<file path="config.mk">
export PLATFORM = sky130hd
export DESIGN_NAME = first_fit_heap_allocator_unit
export DESIGN_NICKNAME = d
export VERILOG_FILES = /design/src/rtl/ffha_pkg.sv /design/src/rtl/first_fit_heap_allocator_unit.sv /design/src/rtl/ffha_ram.sv /design/src/rtl/ffha_ctrl.sv
export VERILOG_INCLUDE_DIRS = /design/src /design/src/rtl
export SDC_FILE = /design/constraint.sdc
export NUM_CORES = 2
export LEC_CHECK = 0
export ABC_AREA = 1
export BUFFER_PORTS_ARGS = -buffer_cell sky130_fd_sc_hd__buf_2
export CAP_MARGIN = 40
export CORE_ASPECT_RATIO = 0.7
export CORE_MARGIN = 8
export CORE_UTILIZATION = 66
export CTS_BUF_LIST = sky130_fd_sc_hd__clkbuf_8
export DETAILED_ROUTE_END_ITERATION = 6
export MAX_ROUTING_LAYER = met4
export PLACE_DENSITY = 0.82
export SYNTH_ARGS = -nofsm -noshare
export SYNTH_HDL_FRONTEND = slang
export SYNTH_SLANG_ARGS = --single-unit
</file>
<file path="constraint.sdc">
create_clock -name clock -period 7.8 [get_ports clock]
set_input_delay 1.56 -clock clock [delete_from_list [all_inputs] [get_ports clock]]
set_output_delay 1.56 -clock clock [all_outputs]
set_load 0.02 [all_outputs]
</file>
<file path="src/rtl/first_fit_heap_allocator_unit_assert.svh">
// assertion macros for the allocator
`ifndef FIRST_FIT_HEAP_ALLOCATOR_UNIT_ASSERT_SVH
`define FIRST_FIT_HEAP_ALLOCATOR_UNIT_ASSERT_SVH

`define FFHA_ASSERT_IMP(lbl, clk, rst, ante, cons) \
   lbl: assert property (@(posedge clk) disable iff (rst) (ante) |-> (cons)) \
      else $error("ffha assertion failed");

`define FFHA_ASSERT_NXT(lbl, clk, rst, ante, cons) \
   lbl: assert property (@(posedge clk) disable iff (rst) (ante) |=> (cons)) \
      else $error("ffha assertion failed");

`endif

</file>
<file path="src/rtl/ffha_pkg.sv">
`default_nettype none
package ffha_pkg;
   localparam int HEAP_UNITS    = 1024;
   localparam int FREE_ENTRIES  = 16;
   localparam int ALLOC_ENTRIES = 16;

   localparam int MODE_W   = 2;
   localparam int HANDLE_W = 8;
   localparam int REQ_W    = 11;
   localparam int OVH_W    = 8;
   localparam int STATUS_W = 3;
   localparam int ADDR_W   = 10;
   localparam int GSIZE_W  = 11;

   localparam int UNIT_W = $clog2(HEAP_UNITS + 1);
   localparam int TOT_W  = REQ_W + 1;
   localparam int CMP_W  = (UNIT_W > TOT_W) ? UNIT_W : TOT_W;
   localparam int FI_W   = $clog2(FREE_ENTRIES);
   localparam int FC_W   = $clog2(FREE_ENTRIES + 1);
   localparam int AI_W   = (ALLOC_ENTRIES > 1) ? $clog2(ALLOC_ENTRIES) : 1;
   localparam int AC_W   = $clog2(ALLOC_ENTRIES + 1);
   localparam int SCAN_W = (FC_W > AC_W) ? FC_W : AC_W;
   localparam int KEY_W  = UNIT_W + FI_W;

   localparam int FREE_W  = 2 * UNIT_W;
   localparam int ALLOC_W = HANDLE_W + 2 * UNIT_W;

   localparam int REQ_DATA_W = ((HANDLE_W + REQ_W + 7) / 8) * 8;
   localparam int RSP_DATA_W = ((ADDR_W + GSIZE_W + 7) / 8) * 8;

   typedef enum logic [MODE_W-1:0] {
      MODE_ALLOC, MODE_FREE, MODE_COALESCE, MODE_NOP
   } mode_type;

   typedef enum logic [STATUS_W-1:0] {
      ST_OK, ST_NO_FREE, ST_DUP, ST_NOT_ENOUGH,
      ST_NOT_FOUND, ST_ALLOC_FULL, ST_FREE_FULL, ST_NO_MERGE
   } status_type;

   typedef struct packed {
      logic              we;
      logic [FI_W-1:0]   waddr;
      logic [FI_W-1:0]   raddr;
      logic [FREE_W-1:0] wdata;
   } fram_ctl_type;

   typedef struct packed {
      logic               we;
      logic [AI_W-1:0]    waddr;
      logic [AI_W-1:0]    raddr;
      logic [ALLOC_W-1:0] wdata;
   } aram_ctl_type;
endpackage
`default_nettype wire

</file>
<file path="src/rtl/first_fit_heap_allocator_unit.sv">
// Allocate checks the allocation table for the handle, then takes the first free block that fits,
// dropping it from the free list if it empties; free moves a block to the front of the free list.
// One request at a time; each table scan reads one RAM entry per cycle on its single read port.
// A result waits in the output register while the next request is taken.
// Reset (synchronous, active high) is followed by an init state that writes the initial free block.
`default_nettype none
module first_fit_heap_allocator_unit (
   input  wire logic                              clock,
   input  wire logic                              reset,
   input  wire logic                              req_tvalid,
   output logic                                   req_tready,
   input  wire logic [ffha_pkg::MODE_W-1:0]       req_tuser,  // mode
   input  wire logic [ffha_pkg::REQ_DATA_W-1:0]   req_tdata,  // handle, request_size
   output logic                                   rsp_tvalid,
   input  wire logic                              rsp_tready,
   output logic [ffha_pkg::STATUS_W-1:0]          rsp_tuser,  // status
   output logic [ffha_pkg::RSP_DATA_W-1:0]        rsp_tdata,  // address, granted_size
   input  wire logic                              csr_we,
   input  wire logic [ffha_pkg::OVH_W-1:0]        csr_wdata
);
   import ffha_pkg::*;

   fram_ctl_type        free_ctl, scr_ctl;
   aram_ctl_type        alloc_ctl;
   logic [FREE_W-1:0]   free_rd, scr_rd;
   logic [ALLOC_W-1:0]  alloc_rd;

   ffha_ram #(.WIDTH(FREE_W), .DEPTH(FREE_ENTRIES)) u_free_ram (
      .clock (clock),
      .we    (free_ctl.we),
      .waddr (free_ctl.waddr),
      .wdata (free_ctl.wdata),
      .raddr (free_ctl.raddr),
      .rdata (free_rd)
   );

   ffha_ram #(.WIDTH(ALLOC_W), .DEPTH(ALLOC_ENTRIES)) u_alloc_ram (
      .clock (clock),
      .we    (alloc_ctl.we),
      .waddr (alloc_ctl.waddr),
      .wdata (alloc_ctl.wdata),
      .raddr (alloc_ctl.raddr),
      .rdata (alloc_rd)
   );

   ffha_ram #(.WIDTH(FREE_W), .DEPTH(FREE_ENTRIES)) u_scr_ram (
      .clock (clock),
      .we    (scr_ctl.we),
      .waddr (scr_ctl.waddr),
      .wdata (scr_ctl.wdata),
      .raddr (scr_ctl.raddr),
      .rdata (scr_rd)
   );

   ffha_ctrl u_ctrl (
      .clock      (clock),
      .reset      (reset),
      .req_tvalid (req_tvalid),
      .req_tready (req_tready),
      .req_tuser  (req_tuser),
      .req_tdata  (req_tdata),
      .rsp_tvalid (rsp_tvalid),
      .rsp_tready (rsp_tready),
      .rsp_tuser  (rsp_tuser),
      .rsp_tdata  (rsp_tdata),
      .csr_we     (csr_we),
      .csr_wdata  (csr_wdata),
      .free_ctl   (free_ctl),
      .free_rd    (free_rd),
      .alloc_ctl  (alloc_ctl),
      .alloc_rd   (alloc_rd),
      .scr_ctl    (scr_ctl),
      .scr_rd     (scr_rd)
   );
endmodule
`default_nettype wire

</file>
<file path="src/rtl/ffha_ram.sv">
`default_nettype none
module ffha_ram #(
   parameter int WIDTH = 8,
   parameter int DEPTH = 16,
   localparam int AW = (DEPTH > 1) ? $clog2(DEPTH) : 1
) (
   input  wire logic             clock,
   input  wire logic             we,
   input  wire logic [AW-1:0]    waddr,
   input  wire logic [WIDTH-1:0] wdata,
   input  wire logic [AW-1:0]    raddr,
   output logic      [WIDTH-1:0] rdata
);
   logic [WIDTH-1:0] mem [DEPTH];
   logic [WIDTH-1:0] rdata_ff;

   always_ff @(posedge clock) begin
      if (we) begin
         mem[waddr] <= wdata;
      end
      rdata_ff <= mem[raddr];
   end

   assign rdata = rdata_ff;
endmodule
`default_nettype wire

</file>
<file path="src/rtl/ffha_ctrl.sv">
`default_nettype none
`include "first_fit_heap_allocator_unit_assert.svh"
module ffha_ctrl (
   input  wire logic                              clock,
   input  wire logic                              reset,
   input  wire logic                              req_tvalid,
   output logic                                   req_tready,
   input  wire logic [ffha_pkg::MODE_W-1:0]       req_tuser,
   input  wire logic [ffha_pkg::REQ_DATA_W-1:0]   req_tdata,
   output logic                                   rsp_tvalid,
   input  wire logic                              rsp_tready,
   output logic [ffha_pkg::STATUS_W-1:0]          rsp_tuser,
   output logic [ffha_pkg::RSP_DATA_W-1:0]        rsp_tdata,
   input  wire logic                              csr_we,
   input  wire logic [ffha_pkg::OVH_W-1:0]        csr_wdata,
   output ffha_pkg::fram_ctl_type                 free_ctl,
   input  wire logic [ffha_pkg::FREE_W-1:0]       free_rd,
   output ffha_pkg::aram_ctl_type                 alloc_ctl,
   input  wire logic [ffha_pkg::ALLOC_W-1:0]      alloc_rd,
   output ffha_pkg::fram_ctl_type                 scr_ctl,
   input  wire logic [ffha_pkg::FREE_W-1:0]       scr_rd
);
   import ffha_pkg::*;

   typedef enum logic [3:0] {
      S_INIT, S_IDLE, S_DUP, S_FIT, S_FRM, S_FIND, S_ASH, S_FSH,
      S_CSEL, S_CWR, S_CMRG, S_DONE
   } state_type;

   state_type            state_ff, state_in;
   logic [HANDLE_W-1:0]  handle_ff, handle_in;
   logic [TOT_W-1:0]     total_ff, total_in;
   logic [SCAN_W-1:0]    ptr_ff, ptr_in;
   logic [SCAN_W-1:0]    pidx_ff, pidx_in;
   logic                 pend_ff, pend_in;
   logic [FC_W-1:0]      fcount_ff, fcount_in;
   logic [AC_W-1:0]      acount_ff, acount_in;
   logic [OVH_W-1:0]     ovh_ff, ovh_in;
   status_type           res_status_ff, res_status_in;
   logic [UNIT_W-1:0]    res_addr_ff, res_addr_in;
   logic [UNIT_W-1:0]    res_size_ff, res_size_in;
   logic [FC_W-1:0]      pass_ff, pass_in;
   logic [KEY_W-1:0]     best_key_ff, best_key_in;
   logic [UNIT_W-1:0]    best_size_ff, best_size_in;
   logic                 best_vld_ff, best_vld_in;
   logic [KEY_W-1:0]     last_key_ff, last_key_in;
   logic                 have_last_ff, have_last_in;
   logic [UNIT_W-1:0]    prev_s_ff, prev_s_in;
   logic [UNIT_W-1:0]    prev_z_ff, prev_z_in;
   logic                 adj_ff, adj_in;
   logic [UNIT_W-1:0]    cur_s_ff, cur_s_in;
   logic [UNIT_W-1:0]    cur_z_ff, cur_z_in;
   logic [FC_W-1:0]      w_ff, w_in;
   logic                 rsp_valid_ff, rsp_valid_in;
   status_type           rsp_status_ff, rsp_status_in;
   logic [ADDR_W-1:0]    rsp_addr_ff, rsp_addr_in;
   logic [GSIZE_W-1:0]   rsp_size_ff, rsp_size_in;

   logic [UNIT_W-1:0]    fr_start, fr_size, ar_start, ar_size, sr_start, sr_size;
   logic [HANDLE_W-1:0]  ar_handle;
   logic [SCAN_W-1:0]    pidx_m1, pidx_p1, ptr_m1;
   logic [KEY_W-1:0]     cand_key;
   logic [CMP_W-1:0]     new_size;
   logic [UNIT_W:0]      cur_end;
   mode_type             req_mode;

   assign fr_start  = free_rd[UNIT_W-1:0];
   assign fr_size   = free_rd[FREE_W-1:UNIT_W];
   assign sr_start  = scr_rd[UNIT_W-1:0];
   assign sr_size   = scr_rd[FREE_W-1:UNIT_W];
   assign ar_handle = alloc_rd[HANDLE_W-1:0];
   assign ar_start  = alloc_rd[HANDLE_W+UNIT_W-1:HANDLE_W];
   assign ar_size   = alloc_rd[ALLOC_W-1:HANDLE_W+UNIT_W];
   assign pidx_m1   = pidx_ff - 1'b1;
   assign pidx_p1   = pidx_ff + 1'b1;
   assign ptr_m1    = ptr_ff - 1'b1;
   assign cand_key  = {fr_start, pidx_ff[FI_W-1:0]};
   assign new_size  = CMP_W'(fr_size) - CMP_W'(total_ff);
   assign cur_end   = {1'b0, cur_s_ff} + {1'b0, cur_z_ff};
   assign req_mode  = mode_type'(req_tuser);

   assign req_tready = (state_ff == S_IDLE);
   assign rsp_tvalid = rsp_valid_ff;
   assign rsp_tuser  = rsp_status_ff;
   assign rsp_tdata  = RSP_DATA_W'({rsp_size_ff, rsp_addr_ff});

   always_comb begin
      state_in      = state_ff;
      handle_in     = handle_ff;
      total_in      = total_ff;
      ptr_in        = ptr_ff;
      pidx_in       = pidx_ff;
      pend_in       = 1'b0;
      fcount_in     = fcount_ff;
      acount_in     = acount_ff;
      ovh_in        = ovh_ff;
      res_status_in = res_status_ff;
      res_addr_in   = res_addr_ff;
      res_size_in   = res_size_ff;
      pass_in       = pass_ff;
      best_key_in   = best_key_ff;
      best_size_in  = best_size_ff;
      best_vld_in   = best_vld_ff;
      last_key_in   = last_key_ff;
      have_last_in  = have_last_ff;
      prev_s_in     = prev_s_ff;
      prev_z_in     = prev_z_ff;
      adj_in        = adj_ff;
      cur_s_in      = cur_s_ff;
      cur_z_in      = cur_z_ff;
      w_in          = w_ff;
      rsp_valid_in  = rsp_valid_ff;
      rsp_status_in = rsp_status_ff;
      rsp_addr_in   = rsp_addr_ff;
      rsp_size_in   = rsp_size_ff;

      free_ctl       = '0;
      free_ctl.raddr = ptr_ff[FI_W-1:0];
      alloc_ctl       = '0;
      alloc_ctl.raddr = ptr_ff[AI_W-1:0];
      scr_ctl       = '0;
      scr_ctl.raddr = ptr_ff[FI_W-1:0];

      if (rsp_valid_ff && rsp_tready) begin
         rsp_valid_in = 1'b0;
      end
      if (csr_we) begin
         ovh_in = csr_wdata;
      end

      unique case (state_ff)
         S_INIT: begin
            free_ctl.we    = 1'b1;
            free_ctl.waddr = '0;
            free_ctl.wdata = {UNIT_W'(HEAP_UNITS), UNIT_W'(0)};
            state_in       = S_IDLE;
         end
         S_IDLE: begin
            if (req_tvalid) begin
               handle_in   = req_tdata[HANDLE_W-1:0];
               total_in    = TOT_W'(req_tdata[HANDLE_W+REQ_W-1:HANDLE_W]) + TOT_W'(ovh_ff);
               ptr_in      = '0;
               res_addr_in = '0;
               res_size_in = '0;
               unique case (req_mode)
                  MODE_ALLOC: begin
                     if (fcount_ff == '0) begin
                        res_status_in = ST_NO_FREE;
                        state_in      = S_DONE;
                     end else begin
                        state_in = S_DUP;
                     end
                  end
                  MODE_FREE: begin
                     state_in = S_FIND;
                  end
                  MODE_COALESCE: begin
                     pass_in      = '0;
                     have_last_in = 1'b0;
                     best_vld_in  = 1'b0;
                     adj_in       = 1'b0;
                     if (fcount_ff < FC_W'(2)) begin
                        res_status_in = ST_NO_MERGE;
                        state_in      = S_DONE;
                     end else begin
                        state_in = S_CSEL;
                     end
                  end
                  default: begin
                     res_status_in = ST_NO_MERGE;
                     state_in      = S_DONE;
                  end
               endcase
            end
         end
         S_DUP: begin
            if (pend_ff && ar_handle == handle_ff) begin
               res_status_in = ST_DUP;
               state_in      = S_DONE;
            end else if (ptr_ff < SCAN_W'(acount_ff)) begin
               pend_in = 1'b1;
               pidx_in = ptr_ff;
               ptr_in  = ptr_ff + 1'b1;
            end else if (!pend_ff) begin
               if (acount_ff >= AC_W'(ALLOC_ENTRIES)) begin
                  res_status_in = ST_ALLOC_FULL;
                  state_in      = S_DONE;
               end else begin
                  ptr_in   = '0;
                  state_in = S_FIT;
               end
            end
         end
         S_FIT: begin
            if (pend_ff && CMP_W'(fr_size) >= CMP_W'(total_ff)) begin
               res_addr_in     = fr_start;
               res_size_in     = UNIT_W'(total_ff);
               res_status_in   = ST_OK;
               alloc_ctl.we    = 1'b1;
               alloc_ctl.waddr = acount_ff[AI_W-1:0];
               alloc_ctl.wdata = {UNIT_W'(total_ff), fr_start, handle_ff};
               acount_in       = acount_ff + 1'b1;
               if (new_size != '0) begin
                  free_ctl.we    = 1'b1;
                  free_ctl.waddr = pidx_ff[FI_W-1:0];
                  free_ctl.wdata = {UNIT_W'(new_size),
                                    UNIT_W'(CMP_W'(fr_start) + CMP_W'(total_ff))};
                  state_in       = S_DONE;
               end else begin
                  ptr_in   = pidx_p1;
                  state_in = S_FRM;
               end
            end else if (ptr_ff < SCAN_W'(fcount_ff)) begin
               pend_in = 1'b1;
               pidx_in = ptr_ff;
               ptr_in  = ptr_ff + 1'b1;
            end else if (!pend_ff) begin
               res_status_in = ST_NOT_ENOUGH;
               state_in      = S_DONE;
            end
         end
         S_FRM: begin
            if (pend_ff) begin
               free_ctl.we    = 1'b1;
               free_ctl.waddr = pidx_m1[FI_W-1:0];
               free_ctl.wdata = free_rd;
            end
            if (ptr_ff < SCAN_W'(fcount_ff)) begin
               pend_in = 1'b1;
               pidx_in = ptr_ff;
               ptr_in  = ptr_ff + 1'b1;
            end else if (!pend_ff) begin
               fcount_in = fcount_ff - 1'b1;
               state_in  = S_DONE;
            end
         end
         S_FIND: begin
            if (pend_ff && ar_handle == handle_ff) begin
               if (fcount_ff >= FC_W'(FREE_ENTRIES)) begin
                  res_status_in = ST_FREE_FULL;
                  state_in      = S_DONE;
               end else begin
                  res_addr_in   = ar_start;
                  res_size_in   = ar_size;
                  res_status_in = ST_OK;
                  ptr_in        = pidx_p1;
                  state_in      = S_ASH;
               end
            end else if (ptr_ff < SCAN_W'(acount_ff)) begin
               pend_in = 1'b1;
               pidx_in = ptr_ff;
               ptr_in  = ptr_ff + 1'b1;
            end else if (!pend_ff) begin
               res_status_in = ST_NOT_FOUND;
               state_in      = S_DONE;
            end
         end
         S_ASH: begin
            if (pend_ff) begin
               alloc_ctl.we    = 1'b1;
               alloc_ctl.waddr = pidx_m1[AI_W-1:0];
               alloc_ctl.wdata = alloc_rd;
            end
            if (ptr_ff < SCAN_W'(acount_ff)) begin
               pend_in = 1'b1;
               pidx_in = ptr_ff;
               ptr_in  = ptr_ff + 1'b1;
            end else if (!pend_ff) begin
               acount_in = acount_ff - 1'b1;
               ptr_in    = SCAN_W'(fcount_ff);
               state_in  = S_FSH;
            end
         end
         S_FSH: begin
            // shift the free list up by one, top entry first
            free_ctl.raddr = ptr_m1[FI_W-1:0];
            if (pend_ff) begin
               free_ctl.we    = 1'b1;
               free_ctl.waddr = pidx_p1[FI_W-1:0];
               free_ctl.wdata = free_rd;
            end
            if (ptr_ff != '0) begin
               pend_in = 1'b1;
               pidx_in = ptr_m1;
               ptr_in  = ptr_m1;
            end else if (!pend_ff) begin
               free_ctl.we    = 1'b1;
               free_ctl.waddr = '0;
               free_ctl.wdata = {res_size_ff, res_addr_ff};
               fcount_in      = fcount_ff + 1'b1;
               state_in       = S_DONE;
            end
         end
         S_CSEL: begin
            // stable selection: smallest (start, index) above the last pick
            if (pend_ff && (!have_last_ff || cand_key > last_key_ff) &&
                (!best_vld_ff || cand_key < best_key_ff)) begin
               best_key_in  = cand_key;
               best_size_in = fr_size;
               best_vld_in  = 1'b1;
            end
            if (ptr_ff < SCAN_W'(fcount_ff)) begin
               pend_in = 1'b1;
               pidx_in = ptr_ff;
               ptr_in  = ptr_ff + 1'b1;
            end else if (!pend_ff) begin
               state_in = S_CWR;
            end
         end
         S_CWR: begin
            scr_ctl.we    = 1'b1;
            scr_ctl.waddr = pass_ff[FI_W-1:0];
            scr_ctl.wdata = {best_size_ff, best_key_ff[KEY_W-1:FI_W]};
            if (pass_ff != '0 &&
                ({1'b0, prev_s_ff} + {1'b0, prev_z_ff}) ==
                {1'b0, best_key_ff[KEY_W-1:FI_W]}) begin
               adj_in = 1'b1;
            end
            prev_s_in    = best_key_ff[KEY_W-1:FI_W];
            prev_z_in    = best_size_ff;
            last_key_in  = best_key_ff;
            have_last_in = 1'b1;
            best_vld_in  = 1'b0;
            pass_in      = pass_ff + 1'b1;
            ptr_in       = '0;
            if (pass_ff + 1'b1 == fcount_ff) begin
               if (adj_in) begin
                  w_in     = '0;
                  state_in = S_CMRG;
               end else begin
                  res_status_in = ST_NO_MERGE;
                  state_in      = S_DONE;
               end
            end else begin
               state_in = S_CSEL;
            end
         end
         S_CMRG: begin
            if (pend_ff) begin
               if (pidx_ff == '0) begin
                  cur_s_in = sr_start;
                  cur_z_in = sr_size;
               end else if (cur_end == {1'b0, sr_start}) begin
                  cur_z_in = cur_z_ff + sr_size;
               end else begin
                  free_ctl.we    = 1'b1;
                  free_ctl.waddr = w_ff[FI_W-1:0];
                  free_ctl.wdata = {cur_z_ff, cur_s_ff};
                  w_in           = w_ff + 1'b1;
                  cur_s_in       = sr_start;
                  cur_z_in       = sr_size;
               end
            end
            if (ptr_ff < SCAN_W'(fcount_ff)) begin
               pend_in = 1'b1;
               pidx_in = ptr_ff;
               ptr_in  = ptr_ff + 1'b1;
            end else if (!pend_ff) begin
               free_ctl.we    = 1'b1;
               free_ctl.waddr = w_ff[FI_W-1:0];
               free_ctl.wdata = {cur_z_ff, cur_s_ff};
               fcount_in      = w_ff + 1'b1;
               res_status_in  = ST_OK;
               state_in       = S_DONE;
            end
         end
         S_DONE: begin
            if (!rsp_valid_ff || rsp_tready) begin
               rsp_valid_in  = 1'b1;
               rsp_status_in = res_status_ff;
               rsp_addr_in   = ADDR_W'(res_addr_ff);
               rsp_size_in   = GSIZE_W'(res_size_ff);
               state_in      = S_IDLE;
            end
         end
         default: begin
            state_in = S_IDLE;
         end
      endcase
   end

   always_ff @(posedge clock) begin
      if (reset) begin
         state_ff     <= S_INIT;
         pend_ff      <= 1'b0;
         fcount_ff    <= FC_W'(1);
         acount_ff    <= '0;
         ovh_ff       <= OVH_W'(2);
         rsp_valid_ff <= 1'b0;
      end else begin
         state_ff     <= state_in;
         pend_ff      <= pend_in;
         fcount_ff    <= fcount_in;
         acount_ff    <= acount_in;
         ovh_ff       <= ovh_in;
         rsp_valid_ff <= rsp_valid_in;
      end
      handle_ff     <= handle_in;
      total_ff      <= total_in;
      ptr_ff        <= ptr_in;
      pidx_ff       <= pidx_in;
      res_status_ff <= res_status_in;
      res_addr_ff   <= res_addr_in;
      res_size_ff   <= res_size_in;
      pass_ff       <= pass_in;
      best_key_ff   <= best_key_in;
      best_size_ff  <= best_size_in;
      best_vld_ff   <= best_vld_in;
      last_key_ff   <= last_key_in;
      have_last_ff  <= have_last_in;
      prev_s_ff     <= prev_s_in;
      prev_z_ff     <= prev_z_in;
      adj_ff        <= adj_in;
      cur_s_ff      <= cur_s_in;
      cur_z_ff      <= cur_z_in;
      w_ff          <= w_in;
      rsp_status_ff <= rsp_status_in;
      rsp_addr_ff   <= rsp_addr_in;
      rsp_size_ff   <= rsp_size_in;
   end

   `FFHA_ASSERT_IMP(a_fcount_max, clock, reset, 1'b1, fcount_ff <= FC_W'(FREE_ENTRIES))
   `FFHA_ASSERT_IMP(a_acount_max, clock, reset, 1'b1, acount_ff <= AC_W'(ALLOC_ENTRIES))
   `FFHA_ASSERT_NXT(a_req_busy, clock, reset, req_tvalid && req_tready, state_ff != S_IDLE)
   `FFHA_ASSERT_IMP(a_rsp_from_done, clock, reset, $rose(rsp_valid_ff), $past(state_ff) == S_DONE)
endmodule
`default_nettype wire

</file>
==> results_dict.tcl <==
set metrics [dict create \
    rows 93 \
    intPower_mw 13.9 \
    min_path_type "reg2reg" \
    synthAdderAreaFrac_pct 2.60 \
    final_hold_viol_count 0 \
    ys_ff_latch 1448 \
    grtUsageMet1_pct 45.2 \
    synth.area.top_cells "edfxtp_1 67%, nand2_1 5.1%, o21ai_0 4.2%" \
    wl_per_cell_um 24.1 \
    setup_tns_ns 0 \
    synth_top_family_by_area "simple AND/OR/NAND/NOR gates" \
    final_common_cell "edfxtp_1" \
    drive_above_1_share_pct 10.3 \
    cts.clk_slew.worst_paths_ns 0.06 \
    synth.avg_cell_area_um2 11.8 \
    startpoint "u_ctrl.total_ff[8]" \
    worstSetupStartpointType "register" \
    synthSimpleGateAreaFrac_pct 13.3 \
    yosysSeqAreaShare_pct 69.8 \
    fmax_mhz 214 \
    cts_root_buf "clkbuf_8" \
    grt_max_degree 253 \
    coreArea_um2 91700 \
    path_max_fanout 24 \
    period_minus_slack_ns 4.67 \
    overflow 0 \
    cp.required_ns 8.36 \
    setup_violations 0 \
    synth-edff-count 1350 \
    place_ws_ns 3.29 \
    switching_power_mw 8.27 \
    reg2reg_depth 13 \
    muxShareOfSynthArea_pct 0.0164 \
    antenna_found_initial 5 \
    rsz0062_at_grt "false" \
    cts_tree "yes" \
    met3_usage_pct 8.83 \
    worst_slack_ns 3.13 \
    r2r_end "u_alloc_ram.mem[3][15]" \
    cts.sinks 1448 \
    grt_usage_pct 31.6 \
    period_share_pct 59.8 \
    peakVddDrop_uv 323 \
    viasPerCell 6.34 \
    wirelength_um 161000 \
    synth_top_area_share_pct 66.6 \
    violations "design-rule violations" \
    htree_levels 4 \
    cp_slowest_cell "edfxtp_1" \
    cts_hold_buf 0 \
    die_y_um 270 \
    dp_hpwl_um 95000 \
    cp.arrival_ns 5.23 \
    path_class "reg2reg" \
    multiInputGateArea_um2 16600 \
    synth_compound_area_share_pct 9.71 \
    syn2layout_area_growth_pct 10.0 \
    tightest_slew_ns 1.12 \
    finalMaxSlewViolations 0 \
    start_util_pct 66.4 \
    yosys.area_share.xor_xnor_pct 1.09 \
    cts_setup_buffers 0 \
    io_pins 68 \
    endpoint "u_alloc_ram.mem[3][15]" \
    leakagePower_nw 25.7 \
    grt_use_met2_pct 43.4 \
    ys.flop_type "edfxtp_1" \
    grt_pass1_vias 40100 \
    fin_nets 5444 \
    ctsLongestPathBuffers 3 \
    ctsResizeCount 0 \
    slew_headroom_pct 25.5 \
    synth.largest_area_cell "edfxtp_1" \
    cts_buffers 200 \
    fill_cells 5946 \
    ys_warn_count 0 \
    timing.rr.start "u_ctrl.total_ff[8]" \
    status "finished, violations left" \
    reg2reg_slack_ns 3.13 \
    grt_pass1_wl_um 239000 \
    worstSetupEndpointType "register" \
    synth_cells 5161 \
    drtAntennaViolNets 0 \
    clock_skew_ns 0.0666 \
    clkLatencyLatePin_ns 0.93 \
    power_density_nw_per_um2 330 \
    pwr-share-clk_pct 25.6 \
    cp_slowest_stage_delay_ns 0.59 \
    vias 42500 \
    final_cell_mix "1350 x edfxtp_1, 834 x nand2_1, 571 x nor2_1" \
    die_x_um 379 \
    top_usage_layer "met1" \
    seqCellArea_um2 42500 \
    die_area_um2 102000 \
    synth_area_um2 60900 \
    first_pass_iters 7 \
    drtIter0Drc 6695 \
    io_buffers 59 \
    seqPwrFrac_pct 43.0 \
    drcViolationCount 1 \
    combinationalPowerShare_pct 31.5 \
    cap_viol_max_count 0 \
    globalplace.congestion 1.03 \
    switching_share_pct 37.4 \
    async_flop_share_pct 0 \
    path_cells "inv_1, ha_1, nand2_1, nor3_2, nand4_1, nand4_1, nand2_2, nor2_8, inv_2, o22ai_1, nand2_1, nor2_4, buf_4" \
    ys_types 56 \
]
[power by group through the flow]
stage	sequential [mW]	clock, mW	combinational (mW)
2_1_floorplan	9.37	0	4.79
3_3_place_gp	9.64	0	6.45
3_5_place_dp	9.64	0	6.72
4_1_cts	9.48	5.70	6.77
5_1_grt	9.52	6.03	7.56
6_report	9.51	5.66	6.96
[critical path, delay by kind of cell (launching register included)]
family	cells	cell delay, ns
AOI/OAI and AO/OA	1	0.30
adders and majority gates	1	0.40
buffers and inverters	3	0.75
DFF	1	0.59
and+or+nand+nor	8	2.27
[metal layers]
metal	vias up	routed length [µm]	share of wire, %
li1	18900	-	-
met1	20100	63400	39
met2	3041	69300	43
met3	379	23000	14
met4	0	5460	3.4
met5	-	0	0
[how the worst min path moves through the flow]
| stage | start | endpoint | slack [ns] | depth (start not counted) |
|---|---|---|---|---|
| after detailed placement | u_ctrl.res_status_ff[2] | u_ctrl.rsp_tuser[2] | 0.40 | 0 |
| after CTS | u_ctrl.res_status_ff[2] | u_ctrl.rsp_tuser[2] | 0.42 | 0 |
| after global routing | u_ctrl.res_status_ff[1] | u_ctrl.rsp_tuser[1] | 0.43 | 0 |
| final | u_ctrl.res_status_ff[2] | u_ctrl.rsp_tuser[2] | 0.42 | 0 |
| after floorplan | u_ctrl.res_status_ff[0] | u_ctrl.rsp_tuser[0] | 0.40 | 0 |
| after global placement | u_ctrl.res_status_ff[2] | u_ctrl.rsp_tuser[2] | 0.42 | 0 |
[kinds of logic (layout without fill, tap and decap cells)]
| group | count (synthesis) | in the layout |
|---|---|---|
| AND/OR/NAND/NOR | 1956 | 1956 |
| adder cells (fa/ha/maj) | 122 | 122 |
| flip-flops | 1448 | 1448 |
| other | 1 | 9 |
| AO/OA/AOI/OAI | 1005 | 1005 |
| buffers and inverters | 552 | 842 |
| XOR/XNOR | 76 | 76 |
| multiplexers | 1 | 1 |
[cell usage after synthesis (2+ instances only)]
library cell,instances
nand2_2,8
inv_2,19
nand4_1,22
inv_1,258
fa_1,8
o211ai_1,50
nor3b_1,2
dfxtp_1,98
o221ai_1,81
o21ai_0,508
nor2_1,621
or2_2,2
a41oi_1,2
a221oi_1,3
o2111ai_1,3
buf_4,6
a21o_1,4
ha_1,114
a21oi_1,88
a211oi_1,18
nand2_1,834
buf_2,27
edfxtp_1,1350
clkbuf_1,227
xor2_1,57
nand3_1,420
a22oi_1,21
o21bai_1,4
a31oi_1,49
clkinv_1,3
nor3_2,3
xnor2_1,19
nor3_1,20
o21ai_1,5
nor4_1,2
nand3b_1,8
nor2_2,8
o31ai_1,2
o32ai_1,2
o22ai_1,159
buf_1,11
[metrics by stage]
| stage | utilization, % | cell area (µm²) | hold WS (ns) | std cells | power, mW |
|---|---|---|---|---|---|
| floorplan | - | 60900 | 0.400 | 5163 | 14.2 |
| global placement | 68.3 | 62600 | 0.423 | 6269 | 16.1 |
| detailed placement | 68.8 | 63100 | 0.405 | 6314 | 16.4 |
| CTS | 73.0 | 67000 | 0.419 | 6686 | 22.0 |
| global route | 73.1 | 67000 | 0.427 | 6693 | 23.1 |
| finish | 73.1 | 67000 | 0.419 | 6694 | 22.1 |
[flip-flops by register name, indices dropped and copies added, names as in the netlist, 12 cells and up]
name / count
u_scr_ram.rdata: 22
u_scr_ram.mem: 352
u_ctrl.total_ff: 12
u_free_ram.mem: 352
u_alloc_ram.mem: 480
u_ctrl.best_key_ff: 15
u_free_ram.rdata: 22
u_alloc_ram.rdata: 30
[layout make-up]
cell class	count	share of cell area, %
Sequential cell	1448	63.4
Multi-Input combinational cell	3163	24.7
Clock buffer	228	4.68
Tap cell	1235	2.31
Timing Repair Buffer	190	2.14
Inverter	280	1.59
Clock inverter	144	1.12
Antenna cell	6	0.0224
(Power assumes the default switching activity.)
